==> config.mk <==
export PLATFORM = sky130hd
export DESIGN_NAME = sha_core
export DESIGN_NICKNAME = d
export VERILOG_FILES = /design/src/sv/sha_pkg.sv /design/src/sv/sha_core.sv
export SDC_FILE = /design/constraint.sdc
export NUM_CORES = 2
export LEC_CHECK = 0
export BUFFER_PORTS_ARGS = -buffer_cell sky130_fd_sc_hd__buf_2
export CAP_MARGIN = 10
export CORE_ASPECT_RATIO = 1.5
export CORE_UTILIZATION = 40
export DETAILED_ROUTE_END_ITERATION = 12
export PLACE_DENSITY_LB_ADDON = 0.25
export SYNTH_ARGS = -nofsm -noshare
export SYNTH_HDL_FRONTEND = slang
export SYNTH_SLANG_ARGS = --single-unit
==> constraint.sdc <==
create_clock -name clk -period 19.09 [get_ports clk]
set_input_delay 1.909 -clock clk [delete_from_list [all_inputs] [get_ports clk]]
set_output_delay 1.909 -clock clk [all_outputs]
set_load 0.02 [all_outputs]
==> src/sv/sha_pkg.sv <==
// ----------------------------------------------------------------------------
// sha_pkg: shared types and constants for the sha-256 stream hasher
// round constants, initial hash value and queue entry types
// ----------------------------------------------------------------------------
`default_nettype none
package sha_pkg;

  localparam int unsigned QueueDepth = 4;

  // one queued block: 16 big-endian words, plus a flag for the final block
  typedef struct packed {
    logic [511:0] blk;
    logic         fin;
  } blk_entry_t;

  typedef enum logic [1:0] {
    BK_IDLE,
    BK_ROUND,
    BK_ADD,
    BK_EMIT
  } bk_state_t;

  typedef enum logic [1:0] {
    FR_BYTES,
    FR_PAD2
  } fr_state_t;

  localparam logic [255:0] InitHash = {
    32'h6a09e667, 32'hbb67ae85, 32'h3c6ef372, 32'ha54ff53a,
    32'h510e527f, 32'h9b05688c, 32'h1f83d9ab, 32'h5be0cd19};

  localparam logic [7:0] PadMark = 8'h80;
  localparam logic [5:0] LenPos  = 6'd56;

  function automatic logic [31:0] round_k(input logic [5:0] t);
    logic [31:0] k [64];
    k = '{
      32'h428a2f98, 32'h71374491, 32'hb5c0fbcf, 32'he9b5dba5, 32'h3956c25b,
      32'h59f111f1, 32'h923f82a4, 32'hab1c5ed5, 32'hd807aa98, 32'h12835b01,
      32'h243185be, 32'h550c7dc3, 32'h72be5d74, 32'h80deb1fe, 32'h9bdc06a7,
      32'hc19bf174, 32'he49b69c1, 32'hefbe4786, 32'h0fc19dc6, 32'h240ca1cc,
      32'h2de92c6f, 32'h4a7484aa, 32'h5cb0a9dc, 32'h76f988da, 32'h983e5152,
      32'ha831c66d, 32'hb00327c8, 32'hbf597fc7, 32'hc6e00bf3, 32'hd5a79147,
      32'h06ca6351, 32'h14292967, 32'h27b70a85, 32'h2e1b2138, 32'h4d2c6dfc,
      32'h53380d13, 32'h650a7354, 32'h766a0abb, 32'h81c2c92e, 32'h92722c85,
      32'ha2bfe8a1, 32'ha81a664b, 32'hc24b8b70, 32'hc76c51a3, 32'hd192e819,
      32'hd6990624, 32'hf40e3585, 32'h106aa070, 32'h19a4c116, 32'h1e376c08,
      32'h2748774c, 32'h34b0bcb5, 32'h391c0cb3, 32'h4ed8aa4a, 32'h5b9cca4f,
      32'h682e6ff3, 32'h748f82ee, 32'h78a5636f, 32'h84c87814, 32'h8cc70208,
      32'h90befffa, 32'ha4506ceb, 32'hbef9a3f7, 32'hc67178f2};
    return k[t];
  endfunction

endpackage
`default_nettype wire

==> src/sv/sha_core.sv <==
// ----------------------------------------------------------------------------
// sha_core: compression engine
// one round a cycle over a block from the queue; after the final block it emits the digest
// ----------------------------------------------------------------------------
`default_nettype none
module sha_core (
  input  wire logic            clk,
  input  wire logic            rst,
  input  wire logic            q_empty,
  input  sha_pkg::blk_entry_t  q_head,
  output logic                 pop,
  output logic                 out_valid,
  input  wire logic            out_ready,
  output logic [31:0]          digest_word,
  output logic [2:0]           word_index,
  output logic                 last
);

  sha_pkg::bk_state_t state, state_next;
  logic [31:0] h [8];
  logic [31:0] r [8];
  logic [31:0] w [16];
  logic [5:0]  t;
  logic        fin;
  logic [2:0]  idx;
  logic [31:0] s0, s1, ch, mj, b0, b1, t1, t2, wn;

  function automatic logic [31:0] rotr(input logic [31:0] v, input int s);
    return (v >> s) | (v << (32 - s));
  endfunction

  // round datapath and message schedule
  always_comb begin
    b1 = rotr(r[4], 6) ^ rotr(r[4], 11) ^ rotr(r[4], 25);
    ch = (r[4] & r[5]) ^ (~r[4] & r[6]);
    t1 = r[7] + b1 + ch + sha_pkg::round_k(t) + w[0];
    b0 = rotr(r[0], 2) ^ rotr(r[0], 13) ^ rotr(r[0], 22);
    mj = (r[0] & r[1]) ^ (r[0] & r[2]) ^ (r[1] & r[2]);
    t2 = b0 + mj;
    s0 = rotr(w[1], 7) ^ rotr(w[1], 18) ^ (w[1] >> 3);
    s1 = rotr(w[14], 17) ^ rotr(w[14], 19) ^ (w[14] >> 10);
    wn = w[0] + s0 + w[9] + s1;
  end

  // next state
  always_comb begin
    state_next = state;
    case (state)
      sha_pkg::BK_IDLE:  if (!q_empty) state_next = sha_pkg::BK_ROUND;
      sha_pkg::BK_ROUND: if (t == 6'd63) state_next = sha_pkg::BK_ADD;
      sha_pkg::BK_ADD:   state_next = fin ? sha_pkg::BK_EMIT : sha_pkg::BK_IDLE;
      sha_pkg::BK_EMIT:  if (out_ready && idx == 3'd7) state_next = sha_pkg::BK_IDLE;
      default:           state_next = sha_pkg::BK_IDLE;
    endcase
  end

  // outputs
  always_comb begin
    pop         = (state == sha_pkg::BK_IDLE) && !q_empty;
    out_valid   = state == sha_pkg::BK_EMIT;
    digest_word = h[idx];
    word_index  = idx;
    last        = idx == 3'd7;
  end

  always_ff @(posedge clk) begin
    if (rst) begin
      state <= sha_pkg::BK_IDLE;
      idx   <= '0;
      for (int i = 0; i < 8; i++) h[i] <= sha_pkg::InitHash[255-32*i -: 32];
    end else begin
      state <= state_next;
      case (state)
        sha_pkg::BK_ADD: begin
          for (int i = 0; i < 8; i++) h[i] <= h[i] + r[i];
          idx <= '0;
        end
        sha_pkg::BK_EMIT: if (out_ready) begin
          idx <= idx + 3'd1;
          if (idx == 3'd7)
            for (int i = 0; i < 8; i++) h[i] <= sha_pkg::InitHash[255-32*i -: 32];
        end
        default: ;
      endcase
    end
  end

  // working variables and schedule window
  always_ff @(posedge clk) begin
    if (state == sha_pkg::BK_IDLE && !q_empty) begin
      for (int i = 0; i < 8; i++) r[i] <= h[i];
      for (int i = 0; i < 16; i++) w[i] <= q_head.blk[511-32*i -: 32];
      fin <= q_head.fin;
      t   <= '0;
    end else if (state == sha_pkg::BK_ROUND) begin
      r[0] <= t1 + t2; r[1] <= r[0]; r[2] <= r[1]; r[3] <= r[2];
      r[4] <= r[3] + t1; r[5] <= r[4]; r[6] <= r[5]; r[7] <= r[6];
      for (int i = 0; i < 15; i++) w[i] <= w[i+1];
      w[15] <= wn;
      t <= t + 6'd1;
    end
  end

  ap_pop_idle: assert property (@(posedge clk) disable iff (rst)
    pop |=> state == sha_pkg::BK_ROUND) else $error("pop without start");
  ap_emit_last: assert property (@(posedge clk) disable iff (rst)
    (out_valid && out_ready && last) |=> state == sha_pkg::BK_IDLE) else $error("emit end");
  ap_idx_zero: assert property (@(posedge clk) disable iff (rst)
    (state == sha_pkg::BK_ADD) |=> idx == 3'd0) else $error("index start");

endmodule
`default_nettype wire

==> impl_metrics.ini <==
[hold_path]
hold_class = register to register

[setup_path]
crit_fanout = 21
cp.required_ns = 19.57
worstPathArrival_ns = 11.57
cp_slowest_cell = dfxtp_1
worst_setup_path_end_kind = register
cp_top_family = adder cells
worstSetupPathType = register to register
slowest_delay_ns = 0.97
start_kind = register
path_buf_inv = 3

[logic_synthesis]
ys_seq_area_share_pct = 42.2
async_reset_ff_share_pct = 0
synth_area_sq_um = 70600
ys_seq_elements = 1039
synth-edff-count = 897
ys_warn_count = 0
synth_ff_type = edfxtp_1
ys_types = 94
syn-num-nets = 8789
syn_avg_cell_area_sq_um = 9.20
netlist_instances = 7682

[sta]
rsz0062_at_grt = false
fin_setup_tns_ns = 0
finalHoldViolations = 0
skew_ns = 0.0980
fin_crit_ns = 11.09
worst_pin_slew_ns = 1.25
timing.slew.headroom_pct = 16.0
setup_viol = 0
slew_viol_final = 0
fin_crit_sh_pct = 58.1
hold-worst-slack_ns = 0.489
max_clock_freq_mhz = 90.1

[global_routing]
antenna_found_initial = 64
grt_pass1_wl_mm = 409
grt_pass1_vias = 59000
grtUsageTotal_pct = 31.6
grt_start_max_net_pins = 199
grt-ovfl-total = 0

[routing]
routed_wl_mm = 286
ant_nets = 0
drc_errors = 0
wire_per_inst_microns = 27.4
vias_per_cell = 5.63
vias = 58800
drt_iter0_drc = 5225
firstDrtPassIters = 7

[clock_network]
hold_buffers = 0
cts_buffers = 109
cts_tree = built
clock_tree.buffer_depth = 3
clkTransAtPathRegs_ns = 0.07
clockRootBuffer = clkbuf_16
postCtsSetupBuffers = 0
clock_sinks = 1039
ctsResizeCount = 0
h-tree-depth = 3
clk_latency_ns = 0.80

[floorplanning]
die_x_microns = 345
die_area_sq_um = 178000
io-pin-count = 555
row_count = 188
core-area_sq_um = 175000
die_h_microns = 517
start_util_pct = 40.3

[run]
timing.max_cap.violations = 0

[placed_design]
gp_congestion = 1.00
numPortBuffers = 554
dp_hpwl_mm = 222

[finish]
syn_to_final_growth_pct = 12.5
final_util_pct = 45.3
finalNetCount = 9154
post_route_cells_drive_above_1_share_pct = 12.0

[outcome]
status = finished, final reports clean
-- worst reg2reg max path, delay by kind of cell (launching register included) --
family                   cells  cell delay [ns]
adder cells (fa/ha/maj)      8             3.73
AO/OA/AOI/OAI               13             3.04
AND/OR/NAND/NOR              8             1.36
flip-flops                   1             0.97
buffers and inverters        3             0.80
multiplexers                 1             0.55
XOR/XNOR                     2             0.35
-- cell usage after synthesis, types with 22 or more instances --
| cell | n | area, sq um |
|---|---|---|
| nand2_1 | 2507 | 9410 |
| edfxtp_1 | 897 | 26900 |
| a21oi_1 | 416 | 2080 |
| ha_1 | 395 | 4940 |
| xnor2_1 | 389 | 3410 |
| clkbuf_1 | 327 | 1230 |
| nor2_1 | 324 | 1220 |
| inv_1 | 278 | 1040 |
| o21ai_0 | 264 | 1320 |
| fa_1 | 195 | 3900 |
| xor2_1 | 170 | 1490 |
| a21o_1 | 143 | 1070 |
| dfxtp_1 | 142 | 2840 |
| o21ai_1 | 107 | 536 |
| nand3_1 | 80 | 400 |
| nand2b_1 | 75 | 469 |
| mux4_2 | 72 | 1620 |
| nor3_1 | 71 | 355 |
| o211ai_1 | 62 | 465 |
| a211oi_1 | 55 | 413 |
| mux2_2 | 53 | 597 |
| buf_1 | 49 | 184 |
| o21bai_1 | 48 | 360 |
| nor2b_1 | 45 | 282 |
| o21a_1 | 42 | 315 |
| a31oi_1 | 37 | 231 |
| or3_1 | 34 | 213 |
| o31ai_1 | 31 | 233 |
| and3_1 | 27 | 169 |
| and2_1 | 25 | 156 |
| nand4_1 | 25 | 156 |
| maj3_1 | 22 | 220 |
| mux2i_1 | 22 | 220 |
-- worst paths after layout --
kind                             start              endpoint  slack (ns)  cells after the start
setup / recovery     t[0]$_SDFFE_PP0N_    r[0][31]$_DFFE_PP_        8.00                     35
setup reg to reg     t[0]$_SDFFE_PP0N_    r[0][31]$_DFFE_PP_        8.00                     35
hold / removal    h[7][6]$_SDFFE_PP0P_  h[7][6]$_SDFFE_PP0P_        0.49                      2
hold reg to reg   h[7][6]$_SDFFE_PP0P_  h[7][6]$_SDFFE_PP0P_        0.49                      2
-- sequential cells by signal, summed over array words and instances, names as in the netlist, named ones only --
| register | flops |
|---|---|
| fin | 1 |
| h | 256 |
| r | 256 |
| state | 2 |
| t | 6 |
| w | 512 |
| word_index | 3 |
-- area by class of cell --
class	count	area, sq um
antenna	30	75.1
clock buffer	143	3000
clock inverter	62	797
fill	17000	95800
inverter	284	1080
multi-input combinational	5980	38400
sequential	1039	29800
tap	2280	2850
timing repair buffer	633	3400
-- kinds of logic (layout without fill, tap and decap cells) --
kind of cell | after synthesis | after routing | share of synthesized area (%)
AO/OA/AOI/OAI | 1376 | 1376 | 12.2
XOR/XNOR | 559 | 559 | 6.93
adder cells (fa/ha/maj) | 612 | 612 | 12.8
buffers and inverters | 663 | 1122 | 3.53
flip-flops | 1039 | 1039 | 42.2
multiplexers | 147 | 147 | 3.45
other | 0 | 30 | 0
AND/OR/NAND/NOR | 3286 | 3286 | 18.9
-- placed cells by master (no fill, tap or decap), types with 74 or more instances in the layout --
cell type  Yosys  final
nand2_1     2507   2504
edfxtp_1     897    897
buf_2          2    554
a21oi_1      416    416
ha_1         395    395
xnor2_1      389    389
nor2_1       324    322
inv_1        278    275
o21ai_0      264    260
fa_1         195    195
xor2_1       170    170
a21o_1       143    143
dfxtp_1      142    136
clkbuf_16      0    112
o21ai_1      107    111
nand3_1       80     80
buf_4          0     76
nand2b_1      75     74
-- per-layer routing --
metal | up-vias | share of wire, % | track usage (%)
li1 | 27200 | - | -
met1 | 28500 | 34 | 32.8
met2 | 2341 | 50 | 56.3
met3 | 714 | 6.2 | 5.58
met4 | 60 | 9.4 | 25.3
met5 | - | 0.13 | 0
-- per-stage QoR --
step | setup WS (ns) | area [sq um] | std cells
2_1_floorplan | 6.45 | 70600 | 7682
3_3_place_gp | 8.19 | 75600 | 10200
3_5_place_dp | 8.17 | 75600 | 10200
4_1_cts | 8.13 | 79400 | 10400
5_1_grt | 7.44 | 79400 | 10400
6_report | 8.00 | 79400 | 10500
Power is not shown: default switching activity piles up to over one toggle a cycle in this logic, so the estimate is an artifact.
